File: src/hdl/cuc_pkg.sv
// ----------------------------------------------------------------------------
// cuc_pkg
// Shared types, constants and calendar helpers for the CUC / calendar
// time converter.
// ----------------------------------------------------------------------------
package cuc_pkg;

  // Offset reset value and time constants in seconds
  localparam logic [31:0] TAI_RESET      = 32'd378691200;
  localparam logic [31:0] SECS_DAY       = 32'd86400;
  localparam logic [31:0] SECS_HOUR      = 32'd3600;
  localparam logic [31:0] SECS_MIN       = 32'd60;
  localparam logic [31:0] SECS_YEAR      = 32'd31536000;
  localparam logic [31:0] SECS_LEAP_YEAR = 32'd31622400;

  // Year offsets counted from 1970
  localparam logic [7:0] YEAR_OFF_2000 = 8'd30;
  localparam logic [7:0] YEAR_OFF_2100 = 8'd130;

  localparam logic [3:0] MONTHS = 4'd12;

  // Reciprocals for constant division (quotient = x * R >> k)
  localparam logic [14:0] DAY_RECIP  = 15'd24856;  // (x>>7)/675,  k = 24
  localparam logic [12:0] HOUR_RECIP = 13'd4661;   // (x>>4)/225,  k = 20
  localparam logic [10:0] MIN_RECIP  = 11'd1093;   // (x>>2)/15,   k = 14
  localparam logic [15:0] FINE_RECIP = 16'd33555;  // ms*256/1000, k = 17

  // Datapath commands
  typedef enum logic [3:0] {
    OP_IDLE,
    OP_LOAD,
    OP_YEAR_ADD,
    OP_MON_ADD,
    OP_DAY_ADD,
    OP_TIME_ADD,
    OP_YEAR_SUB,
    OP_MON_SUB,
    OP_DAY_DIV,
    OP_DAY_REM,
    OP_HOUR_DIV,
    OP_HOUR_REM,
    OP_MIN_DIV,
    OP_MIN_REM,
    OP_EMIT
  } op_t;

  // Controller states
  typedef enum logic [3:0] {
    ST_IDLE,
    ST_CAL_YEAR,
    ST_CAL_MON,
    ST_CAL_DAY,
    ST_CAL_TIME,
    ST_CUC_YEAR,
    ST_CUC_MON,
    ST_DAY_DIV,
    ST_DAY_REM,
    ST_HOUR_DIV,
    ST_HOUR_REM,
    ST_MIN_DIV,
    ST_MIN_REM,
    ST_EMIT
  } state_t;

  // Datapath status seen by the controller
  typedef struct packed {
    logic req;        // 1 = CUC to calendar
    logic year_done;  // year loop finished
    logic mon_done;   // month loop finished
    logic pre2000;    // decoded instant lies before 2000
  } dp_status_t;

  // Leap year test for year 1970 + yoff, valid up to 2199
  function automatic logic is_leap_off(logic [7:0] yoff);
    logic [7:0] y2;
    y2 = yoff + 8'd2;
    return (y2[1:0] == 2'b00) && (yoff != YEAR_OFF_2100);
  endfunction

  function automatic logic [31:0] year_secs(logic [7:0] yoff);
    return is_leap_off(yoff) ? SECS_LEAP_YEAR : SECS_YEAR;
  endfunction

  // Length of month m (0 = January) in seconds
  function automatic logic [31:0] month_secs(logic [3:0] m, logic leap);
    logic [31:0] len;
    unique case (m)
      4'd1:                   len = leap ? 32'd2505600 : 32'd2419200;
      4'd3, 4'd5, 4'd8, 4'd10: len = 32'd2592000;
      default:                len = 32'd2678400;
    endcase
    return len;
  endfunction

endpackage

File: src/hdl/cuc_calendar_time_converter.sv
// ----------------------------------------------------------------------------
// cuc_calendar_time_converter
// Converts between calendar time counted from 2000 and CUC coarse/fine time.
// ----------------------------------------------------------------------------
// One request is taken at a clock edge with start high and busy low; busy
// stays high until the result word appears on the out_ ports for exactly
// one cycle with out_valid high, and the receiver cannot stall it. A
// calendar to CUC request walks one year per cycle from 1970 up to the
// requested year, then one month per cycle. A CUC to calendar request
// walks one year per cycle from 1970 up to the decoded year (at most 2106),
// then, if that is 2000 or later, one month per cycle, then a divide and a
// remainder step each for day, hour and minute. The year loop through the
// single seconds accumulator sets the latency. tai_offset is to be written
// through cfg_wr_en and cfg_wr_data only while the block is idle; the
// block itself does not enforce this.
// ----------------------------------------------------------------------------
module cuc_calendar_time_converter (
  input  logic        clk,
  input  logic        rst_n,
  input  logic        start,
  output logic        busy,
  input  logic        cfg_wr_en,
  input  logic [31:0] cfg_wr_data,
  input  logic        in_req_type,
  input  logic [6:0]  in_year_in,
  input  logic [3:0]  in_month_in,
  input  logic [4:0]  in_day_in,
  input  logic [4:0]  in_hour_in,
  input  logic [5:0]  in_minute_in,
  input  logic [5:0]  in_second_in,
  input  logic [9:0]  in_millisecond_in,
  input  logic [31:0] in_coarse_in,
  output logic        out_valid,
  output logic        out_status,
  output logic [31:0] out_coarse_out,
  output logic [7:0]  out_fine_out,
  output logic [6:0]  out_year_out,
  output logic [3:0]  out_month_out,
  output logic [4:0]  out_day_out,
  output logic [4:0]  out_hour_out,
  output logic [5:0]  out_minute_out,
  output logic [5:0]  out_second_out
);
  import cuc_pkg::*;

  op_t        op;
  dp_status_t stat;

  // Sequencer
  cuc_ctrl u_ctrl (
    .clk   (clk),
    .rst_n (rst_n),
    .start (start),
    .stat  (stat),
    .op    (op),
    .busy  (busy)
  );

  // Datapath
  cuc_dp u_dp (
    .clk               (clk),
    .rst_n             (rst_n),
    .op                (op),
    .stat              (stat),
    .cfg_wr_en         (cfg_wr_en),
    .cfg_wr_data       (cfg_wr_data),
    .in_req_type       (in_req_type),
    .in_year_in        (in_year_in),
    .in_month_in       (in_month_in),
    .in_day_in         (in_day_in),
    .in_hour_in        (in_hour_in),
    .in_minute_in      (in_minute_in),
    .in_second_in      (in_second_in),
    .in_millisecond_in (in_millisecond_in),
    .in_coarse_in      (in_coarse_in),
    .out_valid         (out_valid),
    .out_status        (out_status),
    .out_coarse_out    (out_coarse_out),
    .out_fine_out      (out_fine_out),
    .out_year_out      (out_year_out),
    .out_month_out     (out_month_out),
    .out_day_out       (out_day_out),
    .out_hour_out      (out_hour_out),
    .out_minute_out    (out_minute_out),
    .out_second_out    (out_second_out)
  );

endmodule

File: src/hdl/cuc_ctrl.sv
// ----------------------------------------------------------------------------
// cuc_ctrl
// Sequencer for the converter: walks the year and month loops and the
// time-of-day split, issuing one datapath command per cycle.
// ----------------------------------------------------------------------------
module cuc_ctrl (
  input  logic                clk,
  input  logic                rst_n,
  input  logic                start,
  input  cuc_pkg::dp_status_t stat,
  output cuc_pkg::op_t        op,
  output logic                busy
);
  import cuc_pkg::*;

  state_t state_r;
  state_t state_nxt;

  // Hold state
  always_ff @(posedge clk) begin
    if (!rst_n) begin
      state_r <= ST_IDLE;
    end else begin
      state_r <= state_nxt;
    end
  end

  // Advance the sequence and pick the command
  always_comb begin
    state_nxt = state_r;
    op        = OP_IDLE;
    busy      = 1'b1;
    unique case (state_r)
      ST_IDLE: begin
        busy = 1'b0;
        if (start) begin
          op        = OP_LOAD;
          state_nxt = stat.req ? ST_CUC_YEAR : ST_CAL_YEAR;
        end
      end
      ST_CAL_YEAR: begin
        if (stat.year_done) begin
          state_nxt = ST_CAL_MON;
        end else begin
          op = OP_YEAR_ADD;
        end
      end
      ST_CAL_MON: begin
        if (stat.mon_done) begin
          state_nxt = ST_CAL_DAY;
        end else begin
          op = OP_MON_ADD;
        end
      end
      ST_CAL_DAY: begin
        op        = OP_DAY_ADD;
        state_nxt = ST_CAL_TIME;
      end
      ST_CAL_TIME: begin
        op        = OP_TIME_ADD;
        state_nxt = ST_EMIT;
      end
      ST_CUC_YEAR: begin
        if (stat.year_done) begin
          state_nxt = stat.pre2000 ? ST_EMIT : ST_CUC_MON;
        end else begin
          op = OP_YEAR_SUB;
        end
      end
      ST_CUC_MON: begin
        if (stat.mon_done) begin
          state_nxt = ST_DAY_DIV;
        end else begin
          op = OP_MON_SUB;
        end
      end
      ST_DAY_DIV: begin
        op        = OP_DAY_DIV;
        state_nxt = ST_DAY_REM;
      end
      ST_DAY_REM: begin
        op        = OP_DAY_REM;
        state_nxt = ST_HOUR_DIV;
      end
      ST_HOUR_DIV: begin
        op        = OP_HOUR_DIV;
        state_nxt = ST_HOUR_REM;
      end
      ST_HOUR_REM: begin
        op        = OP_HOUR_REM;
        state_nxt = ST_MIN_DIV;
      end
      ST_MIN_DIV: begin
        op        = OP_MIN_DIV;
        state_nxt = ST_MIN_REM;
      end
      ST_MIN_REM: begin
        op        = OP_MIN_REM;
        state_nxt = ST_EMIT;
      end
      ST_EMIT: begin
        op        = OP_EMIT;
        state_nxt = ST_IDLE;
      end
      default: begin
        state_nxt = ST_IDLE;
      end
    endcase
  end

endmodule

File: src/hdl/cuc_dp.sv
// ----------------------------------------------------------------------------
// cuc_dp
// Datapath: a 32-bit seconds accumulator with year and month counters,
// reciprocal dividers for day, hour and minute, the offset register and
// the result registers.
// ----------------------------------------------------------------------------
module cuc_dp (
  input  logic                clk,
  input  logic                rst_n,
  input  cuc_pkg::op_t        op,
  output cuc_pkg::dp_status_t stat,
  input  logic                cfg_wr_en,
  input  logic [31:0]         cfg_wr_data,
  input  logic                in_req_type,
  input  logic [6:0]          in_year_in,
  input  logic [3:0]          in_month_in,
  input  logic [4:0]          in_day_in,
  input  logic [4:0]          in_hour_in,
  input  logic [5:0]          in_minute_in,
  input  logic [5:0]          in_second_in,
  input  logic [9:0]          in_millisecond_in,
  input  logic [31:0]         in_coarse_in,
  output logic                out_valid,
  output logic                out_status,
  output logic [31:0]         out_coarse_out,
  output logic [7:0]          out_fine_out,
  output logic [6:0]          out_year_out,
  output logic [3:0]          out_month_out,
  output logic [4:0]          out_day_out,
  output logic [4:0]          out_hour_out,
  output logic [5:0]          out_minute_out,
  output logic [5:0]          out_second_out
);
  import cuc_pkg::*;

  // Offset register
  logic [31:0] tai_r;

  // Working registers
  logic        req_r,    req_nxt;
  logic [31:0] acc_r,    acc_nxt;
  logic [7:0]  yoff_r,   yoff_nxt;
  logic [7:0]  tgt_r,    tgt_nxt;
  logic [3:0]  mon_r,    mon_nxt;
  logic [3:0]  pm_r,     pm_nxt;
  logic [4:0]  day_r,    day_nxt;
  logic [4:0]  hour_r,   hour_nxt;
  logic [5:0]  minute_r, minute_nxt;
  logic [5:0]  second_r, second_nxt;
  logic [8:0]  fine_q_r, fine_q_nxt;
  logic [4:0]  dq_r,     dq_nxt;
  logic [4:0]  hq_r,     hq_nxt;
  logic [5:0]  mq_r,     mq_nxt;

  // Result registers
  logic        valid_r;
  logic        status_r;
  logic [31:0] coarse_r;
  logic [7:0]  fine_r;
  logic [6:0]  year_o_r;
  logic [3:0]  month_o_r;
  logic [4:0]  day_o_r;
  logic [4:0]  hour_o_r;
  logic [5:0]  minute_o_r;
  logic [5:0]  second_o_r;

  logic        leap;
  logic [31:0] cur_year_secs;
  logic [31:0] cur_mon_secs;
  logic        pre2000;
  logic [29:0] day_prod;
  logic [25:0] hour_prod;
  logic [20:0] min_prod;
  logic [25:0] fine_prod;

  // Loop lengths for the current year and month
  assign leap          = is_leap_off(yoff_r);
  assign cur_year_secs = year_secs(yoff_r);
  assign cur_mon_secs  = month_secs(mon_r, leap);
  assign pre2000       = (yoff_r < YEAR_OFF_2000);

  // Reciprocal products
  assign day_prod  = 30'(acc_r[21:7]) * 30'(DAY_RECIP);
  assign hour_prod = 26'(acc_r[16:4]) * 26'(HOUR_RECIP);
  assign min_prod  = 21'(acc_r[11:2]) * 21'(MIN_RECIP);
  assign fine_prod = 26'(in_millisecond_in) * 26'(FINE_RECIP);

  // Report loop status to the controller
  always_comb begin
    stat.req       = in_req_type;
    stat.pre2000   = pre2000;
    if (req_r) begin
      stat.year_done = (acc_r < cur_year_secs);
      stat.mon_done  = (mon_r == MONTHS) || (acc_r < cur_mon_secs);
    end else begin
      stat.year_done = (yoff_r == tgt_r);
      stat.mon_done  = (mon_r == pm_r);
    end
  end

  // Execute the command
  always_comb begin
    req_nxt    = req_r;
    acc_nxt    = acc_r;
    yoff_nxt   = yoff_r;
    tgt_nxt    = tgt_r;
    mon_nxt    = mon_r;
    pm_nxt     = pm_r;
    day_nxt    = day_r;
    hour_nxt   = hour_r;
    minute_nxt = minute_r;
    second_nxt = second_r;
    fine_q_nxt = fine_q_r;
    dq_nxt     = dq_r;
    hq_nxt     = hq_r;
    mq_nxt     = mq_r;
    unique case (op)
      OP_LOAD: begin
        req_nxt    = in_req_type;
        acc_nxt    = in_req_type ? (in_coarse_in - tai_r) : 32'd0;
        yoff_nxt   = 8'd0;
        tgt_nxt    = 8'(in_year_in) + YEAR_OFF_2000;
        mon_nxt    = 4'd0;
        day_nxt    = in_day_in;
        hour_nxt   = in_hour_in;
        minute_nxt = in_minute_in;
        second_nxt = in_second_in;
        fine_q_nxt = fine_prod[25:17];
        // month zero counts no months, months past December count all twelve
        if (in_month_in == 4'd0) begin
          pm_nxt = 4'd0;
        end else if (in_month_in > (MONTHS + 4'd1)) begin
          pm_nxt = MONTHS;
        end else begin
          pm_nxt = in_month_in - 4'd1;
        end
      end
      OP_YEAR_ADD: begin
        acc_nxt  = acc_r + cur_year_secs;
        yoff_nxt = yoff_r + 8'd1;
      end
      OP_MON_ADD: begin
        acc_nxt = acc_r + cur_mon_secs;
        mon_nxt = mon_r + 4'd1;
      end
      OP_DAY_ADD: begin
        // day zero wraps back one day
        acc_nxt = acc_r + 32'(day_r) * SECS_DAY - SECS_DAY;
      end
      OP_TIME_ADD: begin
        acc_nxt = acc_r + 32'(hour_r) * SECS_HOUR + 32'(minute_r) * SECS_MIN
                  + 32'(second_r) + tai_r;
      end
      OP_YEAR_SUB: begin
        acc_nxt  = acc_r - cur_year_secs;
        yoff_nxt = yoff_r + 8'd1;
      end
      OP_MON_SUB: begin
        acc_nxt = acc_r - cur_mon_secs;
        mon_nxt = mon_r + 4'd1;
      end
      OP_DAY_DIV: begin
        dq_nxt = day_prod[28:24];
      end
      OP_DAY_REM: begin
        acc_nxt = acc_r - 32'(dq_r) * SECS_DAY;
      end
      OP_HOUR_DIV: begin
        hq_nxt = hour_prod[24:20];
      end
      OP_HOUR_REM: begin
        acc_nxt = acc_r - 32'(hq_r) * SECS_HOUR;
      end
      OP_MIN_DIV: begin
        mq_nxt = min_prod[19:14];
      end
      OP_MIN_REM: begin
        acc_nxt = acc_r - 32'(mq_r) * SECS_MIN;
      end
      default: begin
      end
    endcase
  end

  // Hold the offset register
  always_ff @(posedge clk) begin
    if (!rst_n) begin
      tai_r <= TAI_RESET;
    end else if (cfg_wr_en) begin
      tai_r <= cfg_wr_data;
    end
  end

  // Working registers
  always_ff @(posedge clk) begin
    req_r    <= req_nxt;
    acc_r    <= acc_nxt;
    yoff_r   <= yoff_nxt;
    tgt_r    <= tgt_nxt;
    mon_r    <= mon_nxt;
    pm_r     <= pm_nxt;
    day_r    <= day_nxt;
    hour_r   <= hour_nxt;
    minute_r <= minute_nxt;
    second_r <= second_nxt;
    fine_q_r <= fine_q_nxt;
    dq_r     <= dq_nxt;
    hq_r     <= hq_nxt;
    mq_r     <= mq_nxt;
  end

  // Strobe the result word
  always_ff @(posedge clk) begin
    if (!rst_n) begin
      valid_r <= 1'b0;
    end else begin
      valid_r <= (op == OP_EMIT);
    end
  end

  // Load the result word
  always_ff @(posedge clk) begin
    if (op == OP_EMIT) begin
      status_r   <= 1'b0;
      coarse_r   <= 32'd0;
      fine_r     <= 8'd0;
      year_o_r   <= 7'd0;
      month_o_r  <= 4'd0;
      day_o_r    <= 5'd0;
      hour_o_r   <= 5'd0;
      minute_o_r <= 6'd0;
      second_o_r <= 6'd0;
      if (!req_r) begin
        coarse_r <= acc_r;
        fine_r   <= fine_q_r[8] ? 8'hFF : fine_q_r[7:0];
      end else if (pre2000) begin
        status_r <= 1'b1;
      end else begin
        year_o_r   <= 7'(yoff_r - YEAR_OFF_2000);
        month_o_r  <= mon_r + 4'd1;
        day_o_r    <= dq_r + 5'd1;
        hour_o_r   <= hq_r;
        minute_o_r <= mq_r;
        second_o_r <= acc_r[5:0];
      end
    end
  end

  assign out_valid      = valid_r;
  assign out_status     = status_r;
  assign out_coarse_out = coarse_r;
  assign out_fine_out   = fine_r;
  assign out_year_out   = year_o_r;
  assign out_month_out  = month_o_r;
  assign out_day_out    = day_o_r;
  assign out_hour_out   = hour_o_r;
  assign out_minute_out = minute_o_r;
  assign out_second_out = second_o_r;

endmodule

File: config.mk
export PLATFORM = sky130hd
export DESIGN_NAME = cuc_calendar_time_converter
export DESIGN_NICKNAME = d
export VERILOG_FILES = /design/src/hdl/cuc_pkg.sv /design/src/hdl/cuc_calendar_time_converter.sv /design/src/hdl/cuc_ctrl.sv /design/src/hdl/cuc_dp.sv
export SDC_FILE = /design/constraint.sdc
export NUM_CORES = 2
export LEC_CHECK = 0
export ABC_CLOCK_PERIOD_IN_PS = 9800
export BUFFER_PORTS_ARGS = -buffer_cell sky130_fd_sc_hd__buf_2
export CORE_ASPECT_RATIO = 0.8
export CORE_MARGIN = 2
export CORE_UTILIZATION = 35
export DETAILED_ROUTE_END_ITERATION = 7
export SYNTH_ARGS = -nofsm -noshare
export SYNTH_HDL_FRONTEND = slang
export SYNTH_SLANG_ARGS = --single-unit
File: constraint.sdc
create_clock -name clk -period 9.8 [get_ports clk]
set_clock_uncertainty 0.1 [all_clocks]
set_input_delay 2.45 -clock clk [delete_from_list [all_inputs] [get_ports clk]]
set_output_delay 2.45 -clock clk [all_outputs]
set_load 0.02 [all_outputs]
==> metrics <==
Die W 328 um; fraction of layout cells with a size suffix above 1 0.0942; r2r startpoint u_dp.yoff_r[4]; Final #Nets 4,271; Detailed Route Iter0 Violations 2,164; hold buffer count at cts 0; multi-input logic area 21,400 um2; Initial Util 0.352; worst-margin pin slew 1170 ps; first-pass GRT wire length 141,000 um; IO Port Bufs 187; ys async rst share 0; gr ovfl total 0; ANT nets after route 0; fill cell count 8,430; initial antenna violation count 2; Hold Vio Cnt, Final 0; Worst R2R End u_dp.acc_r[23]; GRT Total Usage 0.211; Post-Syn Area 29,400 um2; die height 263 um; Antenna Cells 0; Slew HR 0.197; Slowest cell on crit path or4b_2; RSZ-0062 raised after global routing no; max_cap viols 0; post-synthesis sequential area ratio 0.207; syn_nets 4,079; post-CTS sizing 0; DR WL/cell 20.4 um; I/O pin total 188; YS warnings 0; crit-path max FO 9; critical path's largest stage delay 710 ps; H-tree depth 1; CP Depth 28; drt pass-1 iters 6; fin crit period 8510 ps; DIE AREA 86,300 um2; postcts setup bufs 0; Critical Path End Type register; area delta synth->final 11.5%; crit path kind register to register; TNS Setup 0 ps; vias 24,200; Post-synth EDFFs 178; GPL Wtd Cong 1.00; Row Count 95; largest buffer count on any clock path 3; CTS sink count 215; ys flop type edfxtp_1; largest cells by area after synthesis ha_1 27%, edfxtp_1 18%, fa_1 9.9%, inv_1 5.7%, xnor2_1 4.6%; mean post-synth cell area 9.21 um2; total wire length 92,200 um; Reg clk slew, reported paths 70 ps; Num CTS Buffers 30; clock root cell clkbuf_16; Worst setup endpoint u_dp.acc_r[23]; outcome completed; Final HPWL DP 74,400 um; Fmax 0.118 GHz; fin crit share 0.868; delay-heaviest family, CP simple AND/OR/NAND/NOR gates; R2R depth 28; Yosys cell types 92; top post-synthesis cells by count 631 x ha_1, 443 x inv_1, 229 x nor2_1; Yosys reg bits 215; top cell type's share of synthesized area 0.269; vias in the first global route 23,400; cell with the most instances after synthesis ha_1; # DRC 0; register area 6090 um2; worst hold path type register to register; Cells after Synth 3,191; CP Data Required Time 10,090 ps; largest net degree at the start of global routing 50; startpoint types register; area leader, netlist ha_1; crit path from u_dp.yoff_r[4]; CTS tree yes; CP arrival 8800 ps; Final Max Slew Viols 0; crit path buf inv count 3; critical path's most frequent cell ha_1; R2R Setup Slk 1290 ps; final setup fails 0; worst skew pair latency 640 ps; core area 83,600 um2; Via density 5.35
area by class of cell:
cell class                 count  share of cell area
multi-input combinational   2470               0.653
clock buffer                  36              0.0249
clock inverter                20             0.00619
tap                         1115              0.0426
sequential                   215               0.186
inverter                     444              0.0509
timing repair buffer         222              0.0366
cells in the final DEF, fill, tap and decap left out, types with 10 or more instances in the layout:
cell type and n:
o21bai_1 27, a211oi_1 24, xor2_1 72, a31oi_1 23
buf_4 35, nor4_1 11, xnor2_1 153, nand3_1 55
nand2b_1 45, dfxtp_1 37, o21ai_0 146, a21oi_1 176
o221ai_1 14, a221oi_1 18, inv_1 442, o21a_1 35
a22oi_1 10, o22ai_1 25, and3_1 22, nor2b_1 57
o31ai_1 17, mux2i_1 30, nor3_1 46, edfxtp_1 178
clkbuf_16 32, a21o_1 54, nand2_1 154, fa_1 145
ha_1 631, nand4_1 30, and2_1 21, or3_1 13
buf_2 187, nor2_1 229, o211ai_1 25
logic make-up after synthesis:
| family | count (synthesis) | share of synthesized area |
|---|---|---|
| AO/OA/AOI/OAI | 709 | 0.161 |
| XOR/XNOR | 226 | 0.0678 |
| adder cells (fa/ha/maj) | 776 | 0.367 |
| buffers and inverters | 506 | 0.0655 |
| flip-flops | 215 | 0.207 |
| multiplexers | 30 | 0.0102 |
| AND/OR/NAND/NOR | 729 | 0.121 |
tightest hold or removal path, cell delays in order, from the launching register on:
cell	delay, ps
dfxtp_1	320
inv_1	80
o211ai_1	80
metrics by stage:
stage	instance area, um2	utilization	cells	hold WS [ps]	setup slack, ps
2_1_floorplan	29400	-	3191	377	2360
3_3_place_gp	31800	0.380	4466	400	1580
3_5_place_dp	31800	0.380	4466	419	1480
4_1_cts	32800	0.392	4522	432	1450
5_1_grt	32800	0.392	4522	444	672
6_report	32800	0.392	4522	425	1290
layer usage:
layer  wire, um  share of wire  GRT usage
met1      44500           0.48      0.317
met2      37800           0.41      0.311
met3       7970          0.086     0.0432
met4       1850          0.020     0.0397
met5         12        0.00013          0
flip-flops by register name (all words and copies together), names as in the netlist, 6 cells and up:
| name | flops |
|---|---|
| u_dp.acc_r | 32 |
| u_dp.out_coarse_out | 32 |
| u_dp.tai_r | 32 |
| u_dp.fine_q_r | 9 |
| u_dp.out_fine_out | 8 |
| u_dp.tgt_r | 8 |
| u_dp.yoff_r | 8 |
| u_dp.out_year_out | 7 |
| u_dp.minute_r | 6 |
| u_dp.mq_r | 6 |
| u_dp.out_minute_out | 6 |
| u_dp.out_second_out | 6 |
| u_dp.second_r | 6 |
worst min-delay path by stage:
stage	start	to	cells past startpoint
2_1_floorplan	u_dp.tai_r[17]	u_dp.tai_r[17]	2
3_3_place_gp	u_dp.tai_r[13]	u_dp.tai_r[13]	2
3_5_place_dp	u_dp.tai_r[26]	u_dp.tai_r[26]	2
4_1_cts	u_dp.tai_r[26]	u_dp.tai_r[26]	2
5_1_grt	u_dp.tai_r[13]	u_dp.tai_r[13]	2
6_report	u_dp.tai_r[26]	u_dp.tai_r[26]	2
Power is not shown: default switching activity piles up to over one toggle a cycle in this logic, so the estimate is an artifact.
